==> src/hw/rtl/wic_pkg.sv <==
// Package for the weighted index centroid core: payload structs, status codes,
// command and status structs between controller and datapath, and shared constants.
// No dependencies.
`default_nettype none

package wic_pkg;

   localparam int SAMPLE_BITS        = 16;
   localparam int RANGE_BITS         = 32;
   localparam int VALUE_BITS         = 32;
   localparam int DEFAULT_MAX_LENGTH = 4096;

   localparam logic [RANGE_BITS-1:0] RANGE_RESET   = 32'h0001_0000;
   localparam logic [VALUE_BITS-1:0] SAT_POS_LIMIT = 32'h7FFF_FFFF;
   localparam logic [VALUE_BITS-1:0] SAT_NEG_LIMIT = 32'h8000_0000;

   typedef enum logic [1:0] {
      STATUS_OK       = 2'd0,
      STATUS_SHORT    = 2'd1,
      STATUS_ZERO_SUM = 2'd2,
      STATUS_TOO_LONG = 2'd3
   } wic_status_type;

   typedef struct packed {
      logic signed [SAMPLE_BITS-1:0] sample;
      logic                          last;
   } wic_req_type;

   typedef struct packed {
      logic signed [VALUE_BITS-1:0] centroid_value;
      wic_status_type               status;
   } wic_rsp_type;

   typedef struct packed {
      logic acc_en;
      logic clear;
      logic start;
      logic mul_step;
      logic div_step;
      logic round_step;
      logic emit_special;
      logic emit_calc;
   } wic_cmd_type;

   typedef struct packed {
      logic special;
   } wic_stat_type;

endpackage

`default_nettype wire

==> src/hw/rtl/wic_ctrl.sv <==
// Controller of the weighted index centroid core: sequences accumulation, the
// shift-and-add multiply, the restoring division and result hand-off. Uses wic_pkg.
`default_nettype none

module wic_ctrl #(
   parameter int MAX_LENGTH = wic_pkg::DEFAULT_MAX_LENGTH
) (
   input  wire logic                 clock,
   input  wire logic                 reset,
   input  wire logic                 req_valid,
   input  wire logic                 req_last,
   output logic                      req_stall,
   output logic                      rsp_valid,
   input  wire logic                 rsp_stall,
   input  wire wic_pkg::wic_stat_type stat,
   output wic_pkg::wic_cmd_type      cmd
);
   import wic_pkg::*;

   localparam int CNT_W  = $clog2(MAX_LENGTH + 1);
   localparam int WS_W   = SAMPLE_BITS + 2 * CNT_W;
   localparam int NUM_W  = WS_W + RANGE_BITS;
   localparam int STEP_W = $clog2(NUM_W);

   typedef enum logic [2:0] {
      ST_ACC,
      ST_CHECK,
      ST_MUL,
      ST_DIV,
      ST_ROUND,
      ST_OUT
   } state_type;

   state_type         state_ff, state_in;
   logic [STEP_W-1:0] step_ff, step_in;
   logic              rsp_valid_ff, rsp_valid_in;
   logic              slot_free;

   assign slot_free = !rsp_valid_ff || !rsp_stall;
   assign req_stall = (state_ff != ST_ACC);
   assign rsp_valid = rsp_valid_ff;

   always_comb begin
      state_in     = state_ff;
      step_in      = step_ff;
      rsp_valid_in = rsp_valid_ff && rsp_stall;
      cmd          = '0;
      unique case (state_ff)
         ST_ACC: begin
            if (req_valid) begin
               cmd.acc_en = 1'b1;
               if (req_last) begin
                  state_in = ST_CHECK;
               end
            end
         end
         ST_CHECK: begin
            if (stat.special) begin
               if (slot_free) begin
                  cmd.emit_special = 1'b1;
                  cmd.clear        = 1'b1;
                  rsp_valid_in     = 1'b1;
                  state_in         = ST_ACC;
               end
            end else begin
               cmd.start = 1'b1;
               cmd.clear = 1'b1;
               step_in   = STEP_W'(RANGE_BITS - 1);
               state_in  = ST_MUL;
            end
         end
         ST_MUL: begin
            cmd.mul_step = 1'b1;
            step_in      = step_ff - STEP_W'(1);
            if (step_ff == '0) begin
               step_in  = STEP_W'(NUM_W - 1);
               state_in = ST_DIV;
            end
         end
         ST_DIV: begin
            cmd.div_step = 1'b1;
            step_in      = step_ff - STEP_W'(1);
            if (step_ff == '0) begin
               state_in = ST_ROUND;
            end
         end
         ST_ROUND: begin
            cmd.round_step = 1'b1;
            state_in       = ST_OUT;
         end
         ST_OUT: begin
            if (slot_free) begin
               cmd.emit_calc = 1'b1;
               rsp_valid_in  = 1'b1;
               state_in      = ST_ACC;
            end
         end
         default: begin
            state_in = ST_ACC;
         end
      endcase
   end

   always_ff @(posedge clock) begin
      if (reset) begin
         state_ff     <= ST_ACC;
         step_ff      <= '0;
         rsp_valid_ff <= 1'b0;
      end else begin
         state_ff     <= state_in;
         step_ff      <= step_in;
         rsp_valid_ff <= rsp_valid_in;
      end
   end

endmodule

`default_nettype wire

==> src/hw/rtl/wic_dp.sv <==
// Datapath of the weighted index centroid core: accumulators, range register,
// shift-and-add multiplier, restoring divider and result register. Uses wic_pkg.
`default_nettype none

module wic_dp #(
   parameter int MAX_LENGTH = wic_pkg::DEFAULT_MAX_LENGTH
) (
   input  wire logic                            clock,
   input  wire logic                            reset,
   input  wire wic_pkg::wic_cmd_type            cmd,
   output wic_pkg::wic_stat_type                stat,
   input  wire wic_pkg::wic_req_type            req_data,
   input  wire logic                            csr_write,
   input  wire logic [wic_pkg::RANGE_BITS-1:0] csr_data,
   output wic_pkg::wic_rsp_type                 rsp_data
);
   import wic_pkg::*;

   localparam int CNT_W = $clog2(MAX_LENGTH + 1);
   localparam int WT_W  = SAMPLE_BITS + CNT_W;
   localparam int WS_W  = SAMPLE_BITS + 2 * CNT_W;
   localparam int NUM_W = WS_W + RANGE_BITS;
   localparam int DEN_W = WT_W + CNT_W;
   localparam int QUO_W = NUM_W + 1;

   logic [RANGE_BITS-1:0]         range_ff;
   logic [CNT_W-1:0]              count_ff;
   logic signed [WS_W-1:0]        ws_ff;
   logic signed [WT_W-1:0]        wt_ff;
   logic                          ovf_ff;
   logic                          neg_ff;
   logic [DEN_W-1:0]              den_ff;
   logic [RANGE_BITS-1:0]         mplr_ff;
   logic [WS_W-1:0]               mcand_ff;
   logic [NUM_W-1:0]              prod_ff;
   logic [DEN_W-1:0]              rem_ff;
   logic [QUO_W-1:0]              quo_ff;
   wic_rsp_type                   rsp_ff;

   logic signed [CNT_W+SAMPLE_BITS:0] idx_prod;
   wic_status_type                    check_status;
   logic [WS_W-1:0]                   ws_mag;
   logic [WT_W-1:0]                   wt_mag;
   logic [CNT_W-1:0]                  cnt_m1;
   logic [DEN_W-1:0]                  den_prod;
   logic [DEN_W:0]                    trial;
   logic [DEN_W:0]                    diff;
   logic                              ge;
   logic                              round_up;
   logic [QUO_W-1:0]                  limit;
   logic [VALUE_BITS-1:0]             mag;
   logic [VALUE_BITS-1:0]             value;

   assign idx_prod = $signed({1'b0, count_ff}) * req_data.sample;

   always_comb begin
      priority if (ovf_ff) begin
         check_status = STATUS_TOO_LONG;
      end else if (count_ff < CNT_W'(2)) begin
         check_status = STATUS_SHORT;
      end else if (wt_ff == '0) begin
         check_status = STATUS_ZERO_SUM;
      end else begin
         check_status = STATUS_OK;
      end
   end

   assign stat.special = (check_status != STATUS_OK);

   assign ws_mag   = ws_ff[WS_W-1] ? (~ws_ff + WS_W'(1)) : ws_ff;
   assign wt_mag   = wt_ff[WT_W-1] ? (~wt_ff + WT_W'(1)) : wt_ff;
   assign cnt_m1   = count_ff - CNT_W'(1);
   assign den_prod = DEN_W'(wt_mag) * DEN_W'(cnt_m1);

   assign trial = {rem_ff, prod_ff[NUM_W-1]};
   assign diff  = trial - {1'b0, den_ff};
   assign ge    = (trial >= {1'b0, den_ff});

   assign round_up = ({rem_ff, 1'b0} >= {1'b0, den_ff});

   assign limit = neg_ff ? QUO_W'(SAT_NEG_LIMIT) : QUO_W'(SAT_POS_LIMIT);
   assign mag   = (quo_ff > limit) ? limit[VALUE_BITS-1:0] : quo_ff[VALUE_BITS-1:0];
   assign value = neg_ff ? (~mag + VALUE_BITS'(1)) : mag;

   assign rsp_data = rsp_ff;

   always_ff @(posedge clock) begin
      if (reset) begin
         range_ff <= RANGE_RESET;
         count_ff <= '0;
         ws_ff    <= '0;
         wt_ff    <= '0;
         ovf_ff   <= 1'b0;
      end else begin
         if (csr_write) begin
            range_ff <= csr_data;
         end
         if (cmd.clear) begin
            count_ff <= '0;
            ws_ff    <= '0;
            wt_ff    <= '0;
            ovf_ff   <= 1'b0;
         end else if (cmd.acc_en) begin
            if (count_ff < CNT_W'(MAX_LENGTH)) begin
               ws_ff    <= ws_ff + WS_W'(idx_prod);
               wt_ff    <= wt_ff + WT_W'(req_data.sample);
               count_ff <= count_ff + CNT_W'(1);
            end else begin
               ovf_ff <= 1'b1;
            end
         end
      end
   end

   always_ff @(posedge clock) begin
      if (cmd.start) begin
         neg_ff   <= ws_ff[WS_W-1] ^ wt_ff[WT_W-1];
         den_ff   <= den_prod;
         mcand_ff <= ws_mag;
         mplr_ff  <= range_ff;
         prod_ff  <= '0;
         rem_ff   <= '0;
      end
      if (cmd.mul_step) begin
         prod_ff <= {prod_ff[NUM_W-2:0], 1'b0}
                  + (mplr_ff[RANGE_BITS-1] ? NUM_W'(mcand_ff) : '0);
         mplr_ff <= {mplr_ff[RANGE_BITS-2:0], 1'b0};
      end
      if (cmd.div_step) begin
         rem_ff  <= ge ? diff[DEN_W-1:0] : trial[DEN_W-1:0];
         prod_ff <= {prod_ff[NUM_W-2:0], ge};
      end
      if (cmd.round_step) begin
         quo_ff <= {1'b0, prod_ff} + QUO_W'(round_up);
      end
      if (cmd.emit_special) begin
         rsp_ff.centroid_value <= '0;
         rsp_ff.status         <= check_status;
      end else if (cmd.emit_calc) begin
         rsp_ff.centroid_value <= value;
         rsp_ff.status         <= STATUS_OK;
      end
   end

endmodule

`default_nettype wire

==> src/hw/rtl/weighted_index_centroid_core.sv <==
// Top level of the weighted index centroid core: joins the controller and the datapath.
// Uses wic_pkg, wic_ctrl and wic_dp.
`default_nettype none

// Samples of an array are taken one per cycle while the core is not busy, the last one
// flagged; that sample closes the array and yields one transaction on the result
// channel. A result with a status other than ok (too long, single element, zero
// weight sum) is set in the check state and registered once the result slot is free.
// An ok result is computed by a shift-and-add multiplier that takes one bit of the
// range each cycle and a restoring divider that produces one quotient bit each
// cycle, followed by a rounding step; the next array is accepted once the result
// has been placed in the result register.
// The range register may be written at any time the core holds no open array.

module weighted_index_centroid_core #(
   parameter int MAX_LENGTH = wic_pkg::DEFAULT_MAX_LENGTH
) (
   input  wire logic                            clock,
   input  wire logic                            reset,
   input  wire logic                            req_valid,
   output logic                                 req_stall,
   input  wire wic_pkg::wic_req_type            req_data,
   output logic                                 rsp_valid,
   input  wire logic                            rsp_stall,
   output wic_pkg::wic_rsp_type                 rsp_data,
   input  wire logic                            csr_valid,
   output logic                                 csr_ready,
   input  wire logic [wic_pkg::RANGE_BITS-1:0] csr_data
);
   import wic_pkg::*;

   wic_cmd_type  cmd;
   wic_stat_type stat;

   assign csr_ready = 1'b1;

   wic_ctrl #(
      .MAX_LENGTH (MAX_LENGTH)
   ) u_ctrl (
      .clock     (clock),
      .reset     (reset),
      .req_valid (req_valid),
      .req_last  (req_data.last),
      .req_stall (req_stall),
      .rsp_valid (rsp_valid),
      .rsp_stall (rsp_stall),
      .stat      (stat),
      .cmd       (cmd)
   );

   wic_dp #(
      .MAX_LENGTH (MAX_LENGTH)
   ) u_dp (
      .clock     (clock),
      .reset     (reset),
      .cmd       (cmd),
      .stat      (stat),
      .req_data  (req_data),
      .csr_write (csr_valid && csr_ready),
      .csr_data  (csr_data),
      .rsp_data  (rsp_data)
   );

endmodule

`default_nettype wire

==> config.mk <==
export PLATFORM = sky130hd
export DESIGN_NAME = weighted_index_centroid_core
export DESIGN_NICKNAME = d
export VERILOG_FILES = /design/src/hw/rtl/wic_pkg.sv /design/src/hw/rtl/wic_ctrl.sv /design/src/hw/rtl/wic_dp.sv /design/src/hw/rtl/weighted_index_centroid_core.sv
export SDC_FILE = /design/constraint.sdc
export NUM_CORES = 2
export LEC_CHECK = 0
export ABC_AREA = 1
export BUFFER_PORTS_ARGS = -buffer_cell sky130_fd_sc_hd__buf_2
export CAP_MARGIN = 20
export CORE_UTILIZATION = 35
export CTS_BUF_LIST = sky130_fd_sc_hd__clkbuf_4
export CTS_CLUSTER_SIZE = 30
export DETAILED_ROUTE_END_ITERATION = 7
export GPL_TIMING_DRIVEN = 0
export PLACE_DENSITY = 0.53
export SLEW_MARGIN = 10
export SYNTH_ARGS = -nofsm -noshare
export SYNTH_HDL_FRONTEND = slang
export SYNTH_SLANG_ARGS = --single-unit
==> constraint.sdc <==
create_clock -name clock -period 17.4 [get_ports clock]
set_clock_uncertainty 0.1 [all_clocks]
set_input_delay 1.74 -clock clock [delete_from_list [all_inputs] [get_ports clock]]
set_output_delay 1.74 -clock clock [all_outputs]
set_load 0.005 [all_outputs]
==> results.json <==
{
  "outcome": "finished, violations left",
  "violations": "DRC",
  "place_congestion": 0.9287,
  "busiest_layer": "met2",
  "ctsHoldBuffers": 0,
  "via_per_inst": 4.919,
  "coreArea_um2": 152100,
  "dp_hpwl_mm": 142.0,
  "area_growth_pct": 9.520,
  "p_leak_nw": 28.61,
  "holdWs_ns": 0.3480,
  "synth_flop_cell": "edfxtp_1",
  "start_kind": "primary input",
  "final-hold-violation-count": 0,
  "ctsResizeCount": 0,
  "die_x_um": 393.7,
  "rows": 143,
  "drv_cap": 0,
  "ant_nets": 0,
  "die_y_um": 393.7,
  "ys_top_cells_by_area": "fa_1 23%, edfxtp_1 17%, inv_1 10%, nand2_1 8.8%, ha_1 7.6%",
  "synth_top_area_share_pct": 22.82,
  "drt-wirelength-per-cell_um": 18.48,
  "yosysMostFrequentCell": "inv_1",
  "post-cts-setup-buffer-count": 0,
  "antenna_found_initial": 5,
  "period_minus_slack_ns": 9.130,
  "worstMarginPinSlew_ns": 1.063,
  "netlist_area_um2": 53700,
  "overflow": 0,
  "start_util_pct": 35.31,
  "clock_sinks": 470,
  "fmax_ghz": 0.1095,
  "use_met3_pct": 2.910,
  "clockRootBuffer": "clkbuf_4",
  "drive_gt1_share_pct": 6.923,
  "min_period_over_period_pct": 52.47,
  "cp-end-kind": "flop",
  "grt_pass1_wl_mm": 268.4,
  "fin_area_um2": 58810,
  "vias": 45190,
  "fillers": 16000,
  "synth_common_cells": "1444 x inv_1, 1261 x nand2_1, 667 x nor2_1",
  "track_usage_pct": 22.21,
  "gr-usage-met1_pct": 29.49,
  "grt_max_degree": 60,
  "drt_iter0_drc": 2972,
  "numPortBuffers": 88,
  "post_dp_cell_area_um2": 56920,
  "use_met2_pct": 37.44,
  "instances_no_fill": 9186,
  "drv_slew": 0,
  "async_reset_ff_share_pct": 0,
  "drc": 5,
  "synth_edf_count": 309,
  "grt_pass1_vias": 46780,
  "rsz0062_at_grt": "no",
  "dieArea_um2": 155000,
  "cp_max_fo": 21,
  "post_synth.cell_area_avg_um2": 7.912,
  "clock_latency_ns": 1.12,
  "dr.pass1.iters": 8,
  "crit_type": "primary input to flop",
  "powerDensity_nw_per_um2": 190.9,
  "final-setup-viol-count": 0,
  "htree_levels": 4,
  "yosysWarnings": 0,
  "relSlewSlack_pct": 29.04,
  "syn_inst": 6787,
  "max-clock-path-buffers": 3,
  "synth-seq-cells": 470,
  "dp.cells": 8915,
  "nets": 8026,
  "synth-seq-area-share_pct": 23.28,
  "wirelength_mm": 169.8,
  "synth.distinct_cells": 67,
  "hold_path.class": "flop to flop",
  "cp_data_arrival_time_ns": 10.08,
  "clkSlewWorstSetupHoldPaths_ns": 0.07,
  "peakVddDrop_mv": 0.4595,
  "cts_tree": "built",
  "yosys.area.top_type": "fa_1",
  "synthesis.nets": 7781,
  "critPathRequiredTime_ns": 18.35,
  "numCtsBuffers": 143,
  "io-pin-count": 91,
  "setup_tns_ns": 0
}
==> layout by cell type (no fill, tap or decap), types with 16 or more instances in the layout <==
| cell type | instances |
|---|---|
| o21ai_1 | 33 |
| buf_1 | 20 |
| nand2_2 | 16 |
| nor3_1 | 85 |
| o21ai_0 | 304 |
| a31oi_1 | 61 |
| nand4_1 | 52 |
| fa_1 | 612 |
| a22o_1 | 31 |
| nor4_1 | 46 |
| inv_1 | 1441 |
| ha_1 | 328 |
| a21oi_1 | 410 |
| o22ai_1 | 24 |
| edfxtp_1 | 309 |
| o211ai_1 | 30 |
| clkbuf_4 | 199 |
| nand3_1 | 184 |
| xnor2_1 | 69 |
| nand2_1 | 1259 |
| clkinv_1 | 45 |
| nor3_2 | 16 |
| clkbuf_1 | 131 |
| dfxtp_1 | 161 |
| xor2_1 | 204 |
| o21a_1 | 35 |
| nor2_2 | 19 |
| clkinv_2 | 20 |
| buf_2 | 108 |
| nor2_1 | 666 |
==> kinds of logic after synthesis <==
logic type / Yosys count / share of synthesized area (%)
AO/OA/AOI/OAI: 1036 / 11.07
XOR/XNOR: 277 / 4.532
adder cells (fa/ha/maj): 940 / 30.46
buffers and inverters: 1652 / 11.69
flip-flops: 470 / 23.28
other: 1 / 0.006983
AND/OR/NAND/NOR: 2411 / 18.96
==> registers in the layout, summed over array words and instances (netlist names) <==
register and count:
u_dp.quo_ff 75, u_dp.prod_ff 74, u_dp.den_ff 42, u_dp.mcand_ff 42
u_dp.rem_ff 42, u_dp.ws_ff 42, u_dp.rsp_data 34, u_dp.mplr_ff 32
u_dp.range_ff 32, u_dp.wt_ff 29, u_dp.count_ff 13, u_ctrl.step_ff 7
u_ctrl.state_ff 3, u_ctrl.rsp_valid 1, u_dp.neg_ff 1, u_dp.ovf_ff 1
==> metal layers <==
metal	up-vias	part of all wire [%]
li1	22020	-
met3	229	5.0
met4	0	2.9
met1	21770	45
met5	-	0
met2	1165	47
==> path summary, 6_finish.rpt <==
path | startpoint | end | slack (ns) | cells past startpoint
hold reg to reg | u_dp.rsp_data[28] | u_dp.rsp_data[28] | 0.35 | 2
hold / removal | u_dp.rsp_data[28] | u_dp.rsp_data[28] | 0.35 | 2
setup reg to reg | u_dp.count_ff[0] | u_dp.den_ff[35] | 8.38 | 31
setup / recovery | req_data[16] | u_dp.ws_ff[35] | 8.27 | 26
==> per-stage QoR <==
step	utilization [%]	total power, mW	setup slack, ns
final	38.67	11.23	8.270
after global placement	37.27	10.17	6.961
after detailed placement	37.43	10.19	7.225
after CTS	38.65	11.38	7.883
after global routing	38.67	12.60	7.720
after floorplan	-	7.829	9.254
==> final cells by class <==
type	instances	area [µm²]	share of cell area, %
well taps	2030	2540	4.319
plain buffers	181	757.0	1.287
flip-flops and latches	470	12500	21.26
diodes	6	15.01	0.02553
inverters	1471	5527	9.397
multi-input cells	4665	34960	59.44
repair buffers	100	658.1	1.119
clock inverters	65	366.6	0.6234
clock buffers	198	1486	2.527
==> critical path: stages <==
cell	delay [ns]
buf_2	0.44
clkbuf_1	0.48
nand2_1	0.46
inv_1	0.94
fa_1	0.59
inv_1	0.10
fa_1	0.42
inv_1	0.09
fa_1	0.42
inv_1	0.08
fa_1	0.44
fa_1	0.57
fa_1	0.56
inv_1	0.05
ha_1	0.37
a21oi_1	0.24
o21ai_0	0.17
a21oi_1	0.17
nand2_1	0.07
a21oi_1	0.30
o21bai_1	0.17
a21boi_0	0.43
o21ai_0	0.17
xor2_1	0.39
o21bai_1	0.10
inv_1	0.07
==> power by group <==
part	internal [mW]	switching, mW	total (mW)
sequential	1.63	0.0636	1.70
combinational	3.07	5.36	8.42
clock	0.555	0.552	1.11
total	5.26	5.97	11.2
Note: power is estimated with default switching activity, not from simulation.
